**src/hdl/swpr_pkg.sv**
```systemverilog
// ----------------------------------------------------------------------------
// swpr_pkg: shared types and constants of the stop-and-wait packet receiver
// Packet codes, phase and controller encodings, the controller to datapath
// command and status structs, and the reply byte generator.
// ----------------------------------------------------------------------------
package swpr_pkg;

  localparam int MAX_PACKET_DEF = 64;

  // Packet type and reply codes.
  localparam logic [7:0] TYPE_OPEN   = 8'h01;
  localparam logic [7:0] REPLY_OPEN  = 8'h02;
  localparam logic [7:0] TYPE_CLOSE  = 8'h11;
  localparam logic [7:0] REPLY_CLOSE = 8'h12;
  localparam logic [7:0] TYPE_ACK    = 8'h08;
  localparam logic [7:0] TYPE_FIN    = 8'h10;
  localparam logic [7:0] TYPE_SEND   = 8'h20;
  localparam logic [7:0] RETX_SEQ    = 8'h00;

  // Result kinds.
  localparam logic KIND_PAYLOAD = 1'b0;
  localparam logic KIND_REPLY   = 1'b1;

  typedef enum logic [2:0] {
    PH_OPEN1    = 3'd0,
    PH_OPEN3    = 3'd1,
    PH_TRANSFER = 3'd2,
    PH_CLOSE1   = 3'd3,
    PH_CLOSE3   = 3'd4,
    PH_CLOSED   = 3'd5
  } phase_t;

  typedef enum logic [1:0] {
    RPL_OPEN  = 2'd0,
    RPL_CLOSE = 2'd1,
    RPL_RETX  = 2'd2,
    RPL_ACK   = 2'd3
  } rpl_t;

  typedef enum logic [2:0] {
    ST_IDLE    = 3'd0,
    ST_DECIDE  = 3'd1,
    ST_PAY_RD  = 3'd2,
    ST_PAY_OUT = 3'd3,
    ST_REPLY   = 3'd4
  } ctl_state_t;

  typedef struct packed {
    logic       take;
    logic       out_ld;
    logic       out_pay;
    logic       out_last;
    rpl_t       rpl;
    logic [1:0] rstep;
    logic       phase_we;
    phase_t     phase_val;
    logic       seq_inc;
    logic       pidx_clr;
    logic       pidx_inc;
  } cmd_t;

  typedef struct packed {
    phase_t phase;
    logic   hs_open;
    logic   hs_close;
    logic   is_send;
    logic   is_fin;
    logic   good;
    logic   send_bad;
    logic   seq_match;
    logic   pay_done;
    logic   out_free;
  } status_t;

  // Index of the final byte of a reply packet.
  function automatic logic [1:0] reply_final(input rpl_t r);
    logic [1:0] f;
    f = ((r == RPL_ACK) || (r == RPL_RETX)) ? 2'd2 : 2'd1;
    return f;
  endfunction

  // Byte number step of reply packet r; each reply ends in its own checksum.
  function automatic logic [7:0] reply_byte(input rpl_t r, input logic [1:0] step,
                                            input logic [7:0] seq);
    logic [7:0] b0;
    logic [7:0] b1;
    logic [7:0] res;
    case (r)
      RPL_OPEN:  begin b0 = REPLY_OPEN;  b1 = 8'h00; end
      RPL_CLOSE: begin b0 = REPLY_CLOSE; b1 = 8'h00; end
      RPL_RETX:  begin b0 = TYPE_SEND;   b1 = RETX_SEQ; end
      default:   begin b0 = TYPE_ACK;    b1 = seq; end
    endcase
    if (step == 2'd0) begin
      res = b0;
    end else if (step == 2'd1) begin
      res = (reply_final(r) == 2'd1) ? ~b0 : b1;
    end else begin
      res = ~(b0 + b1);
    end
    return res;
  endfunction

endpackage

```
**src/hdl/stop_and_wait_packet_receiver_unit.sv**
```systemverilog
// Order: each non-final byte is taken while idle; the final byte is followed by a
// decision state, then a store read and a result load per payload byte, one more
// store read ahead of the ACK, and a result load per reply byte; each result load
// waits while the sink has not taken the previous result. Throughput is set by the
// single packet store read port and the one result register shared by payload and replies.
// Reset is synchronous and active high; it clears phase, sequence and byte counters.
// ----------------------------------------------------------------------------
// stop_and_wait_packet_receiver_unit: stop-and-wait packet receiver
// Collects datagram bytes, checks the inverted-sum checksum of each packet,
// runs the open, transfer and close phases, emits in-sequence payload and
// the matching reply packets.
// ----------------------------------------------------------------------------
module stop_and_wait_packet_receiver_unit import swpr_pkg::*; #(
  parameter int MAX_PACKET = MAX_PACKET_DEF
) (
  input  logic       clk,
  input  logic       rst,
  // Input items: one datagram byte each, rx_last on the final byte.
  input  logic       in_valid,
  output logic       in_ready,
  input  logic [7:0] rx_byte,
  input  logic       rx_last,
  // Result items: payload bytes for the file or bytes of a reply packet.
  output logic       out_valid,
  input  logic       out_ready,
  output logic       out_kind,
  output logic [7:0] out_byte,
  output logic       out_last,
  output logic [2:0] phase_now
);

  // The controller owns the sequencing; the datapath owns every stored value.
  // They talk only through one command struct and one status struct.
  // The packet store is not cleared and needs no clearing pass.
  cmd_t    cmd;
  status_t sts;

  // Bytes are taken only in the idle state. A result still waiting in the
  // output register does not block the next item from being accepted.
  swpr_ctrl u_ctrl (
    .clk      (clk),
    .rst      (rst),
    .in_valid (in_valid),
    .rx_last  (rx_last),
    .in_ready (in_ready),
    .sts      (sts),
    .cmd      (cmd)
  );

  // The datapath stores up to MAX_PACKET bytes of each packet; bytes past
  // that are only summed and mark the packet oversize.
  swpr_dp #(
    .MAX_PACKET (MAX_PACKET)
  ) u_dp (
    .clk       (clk),
    .rst       (rst),
    .rx_byte   (rx_byte),
    .rx_last   (rx_last),
    .cmd       (cmd),
    .sts       (sts),
    .out_valid (out_valid),
    .out_ready (out_ready),
    .out_kind  (out_kind),
    .out_byte  (out_byte),
    .out_last  (out_last),
    .phase_now (phase_now)
  );

endmodule

```
**src/hdl/swpr_ctrl.sv**
```systemverilog
// ----------------------------------------------------------------------------
// swpr_ctrl: receiver controller
// Accepts bytes, judges each finished packet from datapath status and
// sequences the payload and reply results.
// ----------------------------------------------------------------------------
module swpr_ctrl import swpr_pkg::*; (
  input  logic    clk,
  input  logic    rst,
  input  logic    in_valid,
  input  logic    rx_last,
  output logic    in_ready,
  input  status_t sts,
  output cmd_t    cmd
);

  ctl_state_t state, state_next;
  rpl_t       rpl, rpl_next;
  logic [1:0] rstep, rstep_next;
  logic       fin_step;

  always_ff @(posedge clk) begin
    if (rst) begin
      state <= ST_IDLE;
      rpl   <= RPL_OPEN;
      rstep <= 2'd0;
    end else begin
      state <= state_next;
      rpl   <= rpl_next;
      rstep <= rstep_next;
    end
  end

  assign fin_step = (rstep == reply_final(rpl));

  always_comb begin
    state_next    = state;
    rpl_next      = rpl;
    rstep_next    = rstep;
    in_ready      = 1'b0;
    cmd.take      = 1'b0;
    cmd.out_ld    = 1'b0;
    cmd.out_pay   = 1'b0;
    cmd.out_last  = 1'b0;
    cmd.rpl       = rpl;
    cmd.rstep     = rstep;
    cmd.phase_we  = 1'b0;
    cmd.phase_val = sts.phase;
    cmd.seq_inc   = 1'b0;
    cmd.pidx_clr  = 1'b0;
    cmd.pidx_inc  = 1'b0;
    case (state)
      ST_IDLE: begin
        in_ready = 1'b1;
        cmd.take = in_valid;
        if (in_valid && rx_last) begin
          state_next = ST_DECIDE;
        end
      end
      ST_DECIDE: begin
        state_next = ST_IDLE;
        case (sts.phase)
          PH_OPEN1, PH_CLOSE1: begin
            cmd.phase_we = 1'b1;
            if ((sts.phase == PH_OPEN1) ? sts.hs_open : sts.hs_close) begin
              cmd.phase_val = phase_t'(sts.phase + 3'd1);
              rpl_next      = (sts.phase == PH_OPEN1) ? RPL_OPEN : RPL_CLOSE;
              rstep_next    = 2'd0;
              state_next    = ST_REPLY;
            end else begin
              cmd.phase_val = phase_t'(sts.phase + 3'd2);
            end
          end
          PH_OPEN3, PH_CLOSE3: begin
            cmd.phase_we  = 1'b1;
            cmd.phase_val = phase_t'(sts.phase + 3'd1);
          end
          PH_TRANSFER: begin
            if (sts.is_send) begin
              if (sts.send_bad) begin
                rpl_next   = RPL_RETX;
                rstep_next = 2'd0;
                state_next = ST_REPLY;
              end else if (sts.seq_match) begin
                rpl_next     = RPL_ACK;
                cmd.pidx_clr = 1'b1;
                state_next   = ST_PAY_RD;
              end
            end else if (sts.is_fin) begin
              if (sts.good) begin
                cmd.phase_we  = 1'b1;
                cmd.phase_val = PH_CLOSE1;
              end
            end else begin
              // An unknown packet type ends the transfer.
              cmd.phase_we  = 1'b1;
              cmd.phase_val = PH_CLOSE1;
            end
          end
          default: begin
            state_next = ST_IDLE;
          end
        endcase
      end
      ST_PAY_RD: begin
        if (sts.pay_done) begin
          rstep_next = 2'd0;
          state_next = ST_REPLY;
        end else begin
          state_next = ST_PAY_OUT;
        end
      end
      ST_PAY_OUT: begin
        if (sts.out_free) begin
          cmd.out_ld   = 1'b1;
          cmd.out_pay  = 1'b1;
          cmd.pidx_inc = 1'b1;
          state_next   = ST_PAY_RD;
        end
      end
      ST_REPLY: begin
        if (sts.out_free) begin
          cmd.out_ld   = 1'b1;
          cmd.out_last = fin_step;
          if (fin_step) begin
            cmd.seq_inc = (rpl == RPL_ACK);
            state_next  = ST_IDLE;
          end else begin
            rstep_next = rstep + 2'd1;
          end
        end
      end
      default: begin
        state_next = ST_IDLE;
      end
    endcase
  end

endmodule

```
**src/hdl/swpr_dp.sv**
```systemverilog
// ----------------------------------------------------------------------------
// swpr_dp: receiver datapath
// Packet store, byte count, running checksum, header capture, packet
// verdict, phase and sequence registers and the result register.
// ----------------------------------------------------------------------------
module swpr_dp import swpr_pkg::*; #(
  parameter int MAX_PACKET = MAX_PACKET_DEF
) (
  input  logic       clk,
  input  logic       rst,
  input  logic [7:0] rx_byte,
  input  logic       rx_last,
  input  cmd_t       cmd,
  output status_t    sts,
  output logic       out_valid,
  input  logic       out_ready,
  output logic       out_kind,
  output logic [7:0] out_byte,
  output logic       out_last,
  output logic [2:0] phase_now
);

  localparam int AW = $clog2(MAX_PACKET);
  localparam int CW = $clog2(MAX_PACKET + 1);

  logic [7:0]    mem [MAX_PACKET];
  logic [7:0]    rdata;
  logic [AW-1:0] rd_addr;

  logic [CW-1:0] byte_count;
  logic [7:0]    running_sum;
  logic          oversize;
  logic [7:0]    hdr0, hdr1, hdr2;
  logic [CW-1:0] cnt_q;
  logic          good_q, ovr_q;
  phase_t        phase;
  logic [7:0]    expected_seq;
  logic [AW-1:0] pidx;

  logic          room;
  logic [CW-1:0] avail;
  logic [7:0]    avail8;
  logic [AW-1:0] pay_len;

  assign room    = (byte_count < CW'(MAX_PACKET));
  assign rd_addr = AW'(3) + pidx;

  always_ff @(posedge clk) begin
    if (cmd.take && room) begin
      mem[byte_count[AW-1:0]] <= rx_byte;
    end
    rdata <= mem[rd_addr];
  end

  // Byte collection and verdict of the finished packet.
  always_ff @(posedge clk) begin
    if (rst) begin
      byte_count  <= '0;
      running_sum <= '0;
      oversize    <= 1'b0;
    end else if (cmd.take) begin
      if (rx_last) begin
        byte_count  <= '0;
        running_sum <= '0;
        oversize    <= 1'b0;
      end else begin
        byte_count  <= room ? byte_count + CW'(1) : byte_count;
        running_sum <= running_sum + rx_byte;
        oversize    <= oversize | ~room;
      end
    end
  end

  always_ff @(posedge clk) begin
    if (cmd.take) begin
      if (byte_count == CW'(0)) hdr0 <= rx_byte;
      if (byte_count == CW'(1)) hdr1 <= rx_byte;
      if (byte_count == CW'(2)) hdr2 <= rx_byte;
      if (rx_last) begin
        cnt_q  <= room ? byte_count + CW'(1) : byte_count;
        ovr_q  <= oversize | ~room;
        good_q <= (~running_sum == rx_byte);
      end
    end
  end

  always_ff @(posedge clk) begin
    if (rst) begin
      phase        <= PH_OPEN1;
      expected_seq <= 8'h00;
      pidx         <= '0;
    end else begin
      if (cmd.phase_we) phase <= cmd.phase_val;
      if (cmd.seq_inc) expected_seq <= expected_seq + 8'h01;
      if (cmd.pidx_clr) begin
        pidx <= '0;
      end else if (cmd.pidx_inc) begin
        pidx <= pidx + AW'(1);
      end
    end
  end

  // Payload length, clamped to the bytes between the length byte and checksum.
  assign avail   = cnt_q - CW'(4);
  assign avail8  = 8'(avail);
  assign pay_len = (hdr2 > avail8) ? AW'(avail) : AW'(hdr2);

  always_comb begin
    sts.phase     = phase;
    sts.hs_open   = !ovr_q && (cnt_q == CW'(2)) && good_q && (hdr0 == TYPE_OPEN);
    sts.hs_close  = !ovr_q && (cnt_q == CW'(2)) && good_q && (hdr0 == TYPE_CLOSE);
    sts.is_send   = (hdr0 == TYPE_SEND);
    sts.is_fin    = (hdr0 == TYPE_FIN);
    sts.good      = good_q;
    sts.send_bad  = ovr_q || (cnt_q < CW'(4)) || !good_q;
    sts.seq_match = (hdr1 == expected_seq);
    sts.pay_done  = (pidx == pay_len);
    sts.out_free  = !out_valid || out_ready;
  end

  // Result register.
  always_ff @(posedge clk) begin
    if (rst) begin
      out_valid <= 1'b0;
    end else if (cmd.out_ld) begin
      out_valid <= 1'b1;
    end else if (out_ready) begin
      out_valid <= 1'b0;
    end
  end

  always_ff @(posedge clk) begin
    if (cmd.out_ld) begin
      out_kind  <= cmd.out_pay ? KIND_PAYLOAD : KIND_REPLY;
      out_byte  <= cmd.out_pay ? rdata : reply_byte(cmd.rpl, cmd.rstep, expected_seq);
      out_last  <= cmd.out_last;
      phase_now <= phase;
    end
  end

endmodule
```
**config.mk**
```make
export PLATFORM = sky130hd
export DESIGN_NAME = stop_and_wait_packet_receiver_unit
export DESIGN_NICKNAME = d
export VERILOG_FILES = /design/src/hdl/swpr_pkg.sv /design/src/hdl/stop_and_wait_packet_receiver_unit.sv /design/src/hdl/swpr_ctrl.sv /design/src/hdl/swpr_dp.sv
export SDC_FILE = /design/constraint.sdc
export NUM_CORES = 1
export LEC_CHECK = 0
export ABC_CLOCK_PERIOD_IN_PS = 5050
export BUFFER_PORTS_ARGS = -buffer_cell sky130_fd_sc_hd__buf_2
export CAP_MARGIN = 30
export CORE_MARGIN = 2
export CORE_UTILIZATION = 63
export CTS_CLUSTER_DIAMETER = 30
export DETAILED_ROUTE_END_ITERATION = 10
export PLACE_DENSITY = 0.82
export SYNTH_ARGS = -nofsm -noshare
export SYNTH_HDL_FRONTEND = slang
export SYNTH_HIERARCHICAL = 1
export SYNTH_SLANG_ARGS = --single-unit
```
**constraint.sdc**
```tcl
create_clock -name clk -period 5.05 [get_ports clk]
set_clock_uncertainty 0.2 [all_clocks]
set_input_delay 0.7575 -clock clk [delete_from_list [all_inputs] [get_ports clk]]
set_output_delay 0.7575 -clock clk [all_outputs]
set_load 0.005 [all_outputs]
```
==> results list, run 1 <==
* Synth Warn #: 6
- Of all flip-flops after synthesis, the portion carrying an async set or reset was 0%.
* Clock root buffer: sky130_fd_sc_hd__clkbuf_16
- The largest total area in the synthesized netlist belongs to sky130_fd_sc_hd__edfxtp_1.
* Port bufs: 27
* P_leak: 9.65 nW
- Gates resized, CTS repair: 0
- Setup violations remaining at the end of the flow were counted as 0.
- Static timing analysis puts the maximum clock frequency at 0.227 GHz.
- Sequential power share: 41.2%
- In this run the worst path has a maximum fanout of 4.
* Area of the mapped netlist: 25,100 µm²
- Switching part of the total: 23.0%
* Clock network fraction of total power: 53.6%
- DRC violations left: 0
* Number of distinct library cells after synthesis: 74
- Final critical path time including I/O delays and setup: 4.40 ns
- Max-capacitance violation count: 0
* Area of the die: 41,500 µm²
- Maximum buffer depth of the clock tree: 3
* Post-layout total power: ~14 mW
- Unrepaired setup endpoints after global routing: false
- Data arrival time of the critical path: 4.77 ns
* Total routed wirelength: about 65,000 µm
- The internal portion of the total power is around 10 mW.
- Top cells by area, synth: sky130_fd_sc_hd__edfxtp_1 67%, sky130_fd_sc_hd__mux4_2 14%, sky130_fd_sc_hd__dfxtp_1 3.9%, sky130_fd_sc_hd__nor2_1 1.9%, sky130_fd_sc_hd__ha_1 1.6%
- The flow ran to the end, and the final reports show no timing, DRC or antenna violations.
- Power density relative to cell area: 459 nW/µm²
- The detailed router finished its first iteration with between 1,500 and 2,000 violations.
- Fraction of final layout cells with drive strength greater than 1: between 20% and 30%
- During I/O placement, the number of pins put on the boundary was 28.
- The worst setup path is launched from a flip-flop.
- In this run the power spent charging and discharging nets is ~3.1 mW.
- Number of buffers inserted during clock tree synthesis: 108
- Commonest non-fill, non-tap cell in the layout: sky130_fd_sc_hd__edfxtp_1
* Number of antenna violations at the first check in global routing: 0
- Summed over all nets, the half-perimeter wirelength after detailed placement is approximately 33,000 µm.
- Combinational cells account for between 5 and 6% of the total power.
- The synthesized design contains 607 register bits.
- The setup path with the least slack is of type flip-flop to flip-flop.
- Once detail routing completed, the nets flagged for antenna violations numbered 0.
* # clock sinks: a little over 600
- Final slew viol count: 0
- Share of the clock period used by the worst path after layout: 87.2%
- For the pin with the worst max-slew slack, the measured transition is 0.982 ns.
* Number of vias after detailed routing: 14,500
- When the netlist entered floorplanning its net count stood at between 1,000 and 1,500.
* Most used flip-flop cell after synthesis: sky130_fd_sc_hd__edfxtp_1
- Global-route wire length before repair: 97,600 µm
* Most frequent cells in the layout: 558 x sky130_fd_sc_hd__edfxtp_1, 160 x sky130_fd_sc_hd__mux4_2, 125 x sky130_fd_sc_hd__nor2_1
- Core Rows: 73
- At the worst endpoint, the required time is 5.41 ns.
- Yosys mapped a number of flops with a built-in enable equal to 558.
* Worst ir drop on vdd: ~0.34 mV
- Number of instances in the synthesized netlist: 1,394
* Area share of the largest cell type after synthesis: approximately 67%
- Mean instance size in the synthesized netlist: 18.0 µm²
- 0 antenna diodes ended up in the layout.
* Min-delay worst type: flip-flop to flip-flop
- Die Span X: around 200 µm
- Worst-skew pair later-pin latency: 0.65 ns
* Synth-to-Final Area Change: 17.5%
* Relative slew slack: around a third
- Largest net degree at the start of global routing: ~110
* Placeable Area: about 40,000 µm²
- Routability-driven placement congestion ratio: 0.875
- Clock-pin slew was measured on the worst setup and hold paths at 0.06 ns.
- CTS Hold Bufs: 0
- TritonCTS built the clock tree.
- The floorplan step set the die height to 204 µm.
- The initial utilization of the core area, before any placement, comes to roughly 64%.
* Endpoint class of the critical path: flip-flop
* GRT Util Overall: 32.7%
- Sequential area share after synthesis: 70.6%
- In the final timing run, aggregate negative setup slack is 0 ns.
- Vias per cell: 6.89
- Net total in the final layout: 1,540
* Drt first pass iters: 5
* Count of H-tree levels built during CTS: 3
* Final hold violation count: 0
- Wire per inst: 30.8 µm
- GRT Residual Overflow: 0
* Number of setup buffers added after CTS: 0
- Vias in the first global route: 14,900
-- per-stage QoR --
step	hold slack [ns]	utilization, %	instances	setup slack (ns)	area, µm²
final	0.277	74.6	2107	0.647	29500
after global routing	0.283	74.6	2107	0.141	29500
after global placement	0.258	65.4	1908	0.894	25900
after detailed placement	0.264	65.4	1908	0.760	25900
after CTS	0.252	74.6	2107	0.644	29500
after floorplan	0.224	-	1394	1.26	25100
-- cells in the mapped netlist (7+ instances only) --
library cell               instances
sky130_fd_sc_hd__edfxtp_1        558
sky130_fd_sc_hd__mux4_2          160
sky130_fd_sc_hd__nor2_1          125
sky130_fd_sc_hd__dfxtp_1          49
sky130_fd_sc_hd__nand2_1          41
sky130_fd_sc_hd__a21oi_1          37
sky130_fd_sc_hd__clkbuf_1         37
sky130_fd_sc_hd__ha_1             33
sky130_fd_sc_hd__inv_1            33
sky130_fd_sc_hd__xnor2_1          26
sky130_fd_sc_hd__o21ai_0          19
sky130_fd_sc_hd__buf_2            17
sky130_fd_sc_hd__nand3_1          17
sky130_fd_sc_hd__nor3_1           17
sky130_fd_sc_hd__xor2_1           17
sky130_fd_sc_hd__nor2b_1          16
sky130_fd_sc_hd__and3_1           13
sky130_fd_sc_hd__nand4_1          12
sky130_fd_sc_hd__nand2b_1         11
sky130_fd_sc_hd__o22ai_1          10
sky130_fd_sc_hd__a21o_1            8
sky130_fd_sc_hd__a22oi_1           8
sky130_fd_sc_hd__a31oi_1           7
sky130_fd_sc_hd__mux2i_1           7
sky130_fd_sc_hd__nand3b_1          7
-- final cells by class --
| cell class | count | area [µm²] |
|---|---|---|
| flip-flops and latches | 607 | 17700 |
| fillers | 2089 | 10000 |
| multi-input cells | 683 | 6940 |
| clock buffers | 117 | 2750 |
| clock inverters | 82 | 905 |
| well taps | 525 | 657 |
| repair buffers | 58 | 393 |
| inverters | 35 | 131 |
-- power by group through the flow --
stage | registers, mW | clock network, mW | logic [mW]
detailed placement | 5.68 | 0 | 0.671
CTS | 5.58 | 7.33 | 0.697
finish | 5.58 | 7.26 | 0.701
global route | 5.58 | 7.52 | 0.741
floorplan | 5.66 | 0 | 0.444
global placement | 5.67 | 0 | 0.651
-- registers in the layout (all words and copies together) (netlist names), 2 cells and up --
| signal | flops |
|---|---|
| u_ctrl/rpl | 2 |
| u_ctrl/rstep | 2 |
| u_ctrl/state | 3 |
| u_dp/byte_count | 7 |
| u_dp/cnt_q | 7 |
| u_dp/expected_seq | 8 |
| u_dp/hdr0 | 8 |
| u_dp/hdr1 | 8 |
| u_dp/hdr2 | 8 |
| u_dp/mem | 512 |
| u_dp/out_byte | 8 |
| u_dp/phase | 3 |
| u_dp/phase_now | 3 |
| u_dp/pidx | 6 |
| u_dp/rdata | 8 |
| u_dp/running_sum | 8 |
-- metal layers --
| metal | up-vias | GRT usage (%) | wire length, µm |
|---|---|---|---|
| li1 | 5828 | - | - |
| met1 | 7365 | 42.1 | 23000 |
| met2 | 1103 | 53.5 | 32400 |
| met3 | 231 | 7.06 | 6370 |
| met4 | 0 | 15.7 | 3220 |
| met5 | - | 0 | 0 |
-- kinds of logic after synthesis --
kind of cell / share of synthesized area [%]
AO/OA/AOI/OAI: 3.59
XOR/XNOR: 1.56
adder cells (fa/ha/maj): 1.76
buffers and inverters: 1.88
flip-flops: 70.6
multiplexers: 14.8
AND/OR/NAND/NOR: 5.82
-- critical path, cell delays in order (launching register included) --
cell,delay (ns)
sky130_fd_sc_hd__edfxtp_1,0.44
sky130_fd_sc_hd__nor3_1,0.26
sky130_fd_sc_hd__xor2_1,0.28
sky130_fd_sc_hd__inv_1,0.08
sky130_fd_sc_hd__ha_1,0.33
sky130_fd_sc_hd__a21o_1,0.18
sky130_fd_sc_hd__a211oi_1,0.43
sky130_fd_sc_hd__o211a_1,0.29
sky130_fd_sc_hd__o221ai_1,0.19
sky130_fd_sc_hd__o211ai_1,0.14
sky130_fd_sc_hd__nor4bb_2,0.34
sky130_fd_sc_hd__inv_1,0.10
sky130_fd_sc_hd__nor3_1,0.20
sky130_fd_sc_hd__nor3_1,0.12
sky130_fd_sc_hd__or4_1,0.56
sky130_fd_sc_hd__a21oi_1,0.16
-- final timing paths --
path / to / from / cells past startpoint / slack (ns)
max: u_ctrl/rstep[0] / u_dp/cnt_q[4] / 15 / 0.65
min reg2reg: u_dp/running_sum[0] / u_dp/running_sum[0] / 2 / 0.28
min: u_dp/running_sum[0] / u_dp/running_sum[0] / 2 / 0.28
max reg2reg: u_ctrl/rstep[0] / u_dp/cnt_q[4] / 15 / 0.65
Note: power is estimated with default switching activity, not from simulation.
==> run 2: changes to the inputs <==
--- a/config.mk
+++ b/config.mk
@@ -5,14 +5,14 @@
 export SDC_FILE = /design/constraint.sdc
 export NUM_CORES = 1
 export LEC_CHECK = 0
-export ABC_CLOCK_PERIOD_IN_PS = 5050
+export ABC_CLOCK_PERIOD_IN_PS = 4400
 export BUFFER_PORTS_ARGS = -buffer_cell sky130_fd_sc_hd__buf_2
 export CAP_MARGIN = 30
 export CORE_MARGIN = 2
 export CORE_UTILIZATION = 63
 export CTS_CLUSTER_DIAMETER = 30
 export DETAILED_ROUTE_END_ITERATION = 10
-export PLACE_DENSITY = 0.82
+export PLACE_DENSITY = 0.91
 export SYNTH_ARGS = -nofsm -noshare
 export SYNTH_HDL_FRONTEND = slang
 export SYNTH_HIERARCHICAL = 1
==> constraint.sdc (replaced) <==
create_clock -name clk -period 4.4 [get_ports clk]
set_clock_uncertainty 0.2 [all_clocks]
set_input_delay 0.66 -clock clk [delete_from_list [all_inputs] [get_ports clk]]
set_output_delay 0.66 -clock clk [all_outputs]
set_load 0.005 [all_outputs]
==> run 2 against run 1 <==
  * Register-to-register slack worse by 0.31 ns
  * Combinational power increased by 21%
  * Maximum frequency increased by 8.4%
  * Clock power rose by 7.0%
  * Cell count rose by 0.66%
  * Sequential share of layout area increased by 0.17 points
  * Critical path type unchanged
  * Largest power group unchanged
  * Highest routed layer is now met5
==> results list, run 2 (same netlist as run 1, synthesis figures left out) <==
- The flow ran to the end, and the final reports show no timing, DRC or antenna violations.
* Starting Density: 63.5% (unchanged)
- Routability-driven placement congestion ratio: 0.889 (+1.6%)
- The total half-perimeter wirelength after legalization and detailed placement is 37,000 µm (+11%).
- The largest net degree at the start of global routing came to 90 (-17%).
* Largest stage delay on the critical path: 0.52 ns (-0.04 ns)
* Final slew viol count: 0 (unchanged)
* Most frequent CP cell: sky130_fd_sc_hd__nor3_1
* DRT iter0 DRCs: 2,358 (+19%)
- The final critical delay including setup and external delays was 4.06 ns (-0.341 ns).
* GRT Residual Overflow: 0 (unchanged)
- Relative slew slack: 33.1% (-1.4 points)
* Core Rows: 73 (unchanged)
* Vias in the first global route: 15,500 (+4.0%)
- Most frequent cells in the layout: 558 x sky130_fd_sc_hd__edfxtp_1, 160 x sky130_fd_sc_hd__mux4_2, 125 x sky130_fd_sc_hd__nor2_1
- The count of final hold-check violations was 0 (unchanged).
- The worst register-to-register path begins at u_dp/cnt_q[4].
- The worst path buffer plus inverter count is 2 (unchanged).
- Data arrival time of the critical path: 4.41 ns (-0.36 ns)
- Drt first pass iters: 8 (+3)
- The standby leakage power was 9.67 nW (+0.28%).
- The total vias in the final route came to 15,200 (+4.6%).
- Relative to the synthesized area, the layout overhead comes to 17.2%.
* Worst ir drop on vdd: 0.451 mV (+33%)
- The worst register-to-register path ends at u_ctrl/rstep[0].
- The total routing usage reported by global routing is 35.8% (+3.1 points).
* Worst-Margin Slew: 1.00 ns (+0.0180 ns)
- Net total in the final layout: 1,560 (+1.3%)
- Clock tree from TritonCTS: done
- The power density over the cells came to 511 nW/µm² (+11%).
- The clock latency of the later-clocked register in the worst-skew pair is 0.63 ns (-0.02 ns).
* Max FFs per register: 512 (unchanged)
- The count of cell instances traversed by the critical path is 15 (unchanged).
- The routed length per placed instance came to 34.1 µm (+10%).
- The worst setup path is of the flip-flop to flip-flop kind.
- The clock transition time at the flip-flop clock pins of the worst setup and hold paths came to 0.06 ns (about the same).
* WP data required: 4.75 ns (-0.66 ns)
- The cell count after placement is 1,939 (+1.6%).
- The wire length of the first global-routing pass is 105,000 µm (+7.9%).
* Final antenna-violating net count: 0 (unchanged)
* Unrepaired setup endpoints after global routing: false
* Reg-to-reg setup timing slack: 0.34 ns (-0.31 ns)
- The max-cap check violation count is 0 (unchanged).
* Die Span X: 204 µm (unchanged)
- The setup total negative slack was 0 ns (unchanged).
- The area of the die was 41,500 µm² (unchanged).
- The total core area came to 39,500 µm² (unchanged).
- Count of H-tree levels built during CTS: 3 (unchanged)
- The number of clock sinks seen by CTS is 607 (unchanged).
- In this run the most critical hold path is launched from out_ready.
- The count of non-filler cells in the finished layout is 2,121 (+0.66%).
- Leaving out fill and tap cells, the most frequent cell in the layout is sky130_fd_sc_hd__edfxtp_1.
- DRC violations left: 0 (unchanged)
- The number of top-level pins was 28 (unchanged).
* Total routed wirelength: 72,200 µm (+11%)
- Share of the clock period used by the worst path after layout: 92.3% (+5.1 points)
* Crit path max-delay cell type: sky130_fd_sc_hd__or4_1
- Fmax: 0.246 GHz (+8.4%)
- The maximum number of buffers from clock root to sink came to 3 (unchanged).
- Startpoint kind of the worst setup timing path: flip-flop
- Number of buffers inserted during clock tree synthesis: 96 (-11%)
* Clock root buffer: sky130_fd_sc_hd__clkbuf_16
- Crit path max-delay family: simple AND/OR/NAND/NOR gates
- Vias per cell: 7.17 (+3.9%)
- The worst hold path belongs to the class input pin to flip-flop.
- Maximum fanout count along the critical path: 5 (+1)
- Chip height: 204 µm (unchanged)
- Setup crit start: u_dp/cnt_q[4]
- The count of final setup violators was 0 (unchanged).
- Endpoint of the worst setup timing path: u_ctrl/rstep[0]
- Port bufs: 27 (unchanged)
- The fraction of layout instances using a drive strength above 1 came to 27.1% (+0.54 points).
- The initial antenna violation count came to 4 (+4).
- Cell breakdown of the critical path: nor3_1 -> xor2_1 -> inv_1 -> ha_1 -> a21o_1 -> a211oi_2 -> o211ai_1 -> nand3_1 -> a21oi_1 -> nor4bb_2 -> inv_1 -> nor3_1 -> nor3_1 -> or4_1 -> a21oi_1
* Endpoint class of the critical path: flip-flop
- Worst reg2reg path depth: 15 (unchanged)
* FILL cells: 1,909 (-8.6%)
==> run 2: cell types whose count changed in the layout (fill, tap and decap cells not counted), sizes merged <==
cell,delta
bufinv,-1
clkbuf,-2
inv,-11
diode,+1
clkinv,-1
buf,+32
clkinvlp,-4
==> run 2: worst min-delay path by stage <==
stage,endpoint,slack (ns),depth (start not counted)
2_1_floorplan,u_dp/phase_now[2],0.22,0
3_3_place_gp,u_dp/running_sum[0],0.26,2
3_5_place_dp,u_dp/running_sum[0],0.27,2
4_1_cts,u_dp/out_valid,0.16,3
5_1_grt,u_ctrl/state[0],0.19,3
6_report,u_dp/out_valid,0.17,3
==> run 2: what timing repair did <==
item	in CTS	in global routing
hold buffers	0	0
buffers inserted	0	1
setup endpoints to repair	0	2
resized for setup	0	2
==> run 2: power by group <==
part	leakage (nW)	switching (mW)	total (mW)	internal [mW]
Sequential	5.43	0.0466	6.41	6.36
Combinational	2.62	0.535	0.849	0.314
Clock	1.62	2.89	7.77	4.88
==> run 2: area by class of cell <==
type                            instances  area, µm²  share of cell area [%]
Antenna cell                            1       2.50                 0.00850
Clock buffer                          115       2580                    8.75
Clock inverter                         65        744                    2.53
Inverter                               35        131                   0.446
Multi-Input combinational cell        683       6940                    23.6
Sequential cell                       607      17700                    60.3
Tap cell                              525        657                    2.23
Timing Repair Buffer                   90        633                    2.15
==> run 2: layer usage <==
metal  up-vias  track usage (%)  wire length, µm
met4         6             21.5             5120
met1      7504             44.7            23100
met5         -                0               36
met2      1448             56.7            34900
li1       5867                -                -
met3       373             9.78             9060
==> run 2: worst reg2reg max path, cell delays in order, from the launching register on <==
cell,delay (ns)
sky130_fd_sc_hd__edfxtp_1,0.44
sky130_fd_sc_hd__nor3_1,0.23
sky130_fd_sc_hd__xor2_1,0.26
sky130_fd_sc_hd__inv_1,0.08
sky130_fd_sc_hd__ha_1,0.31
sky130_fd_sc_hd__a21o_1,0.20
sky130_fd_sc_hd__a211oi_2,0.35
sky130_fd_sc_hd__o211ai_1,0.26
sky130_fd_sc_hd__nand3_1,0.14
sky130_fd_sc_hd__a21oi_1,0.08
sky130_fd_sc_hd__nor4bb_2,0.36
sky130_fd_sc_hd__inv_1,0.10
sky130_fd_sc_hd__nor3_1,0.18
sky130_fd_sc_hd__nor3_1,0.11
sky130_fd_sc_hd__or4_1,0.52
sky130_fd_sc_hd__a21oi_1,0.15
==> run 2: stage by stage <==
step	hold slack [ns]	utilization [%]	instance area, µm²	setup slack (ns)	power [mW]
3_5_place_dp	0.274	66.0	26100	0.0452	7.30
2_1_floorplan	0.224	-	25100	0.611	7.01
4_1_cts	0.158	74.4	29400	0.00330	15.0
6_report	0.173	74.4	29400	0.338	15.0
3_3_place_gp	0.259	66.0	26100	0.242	7.25
5_1_grt	0.189	74.4	29400	0.0629	15.3
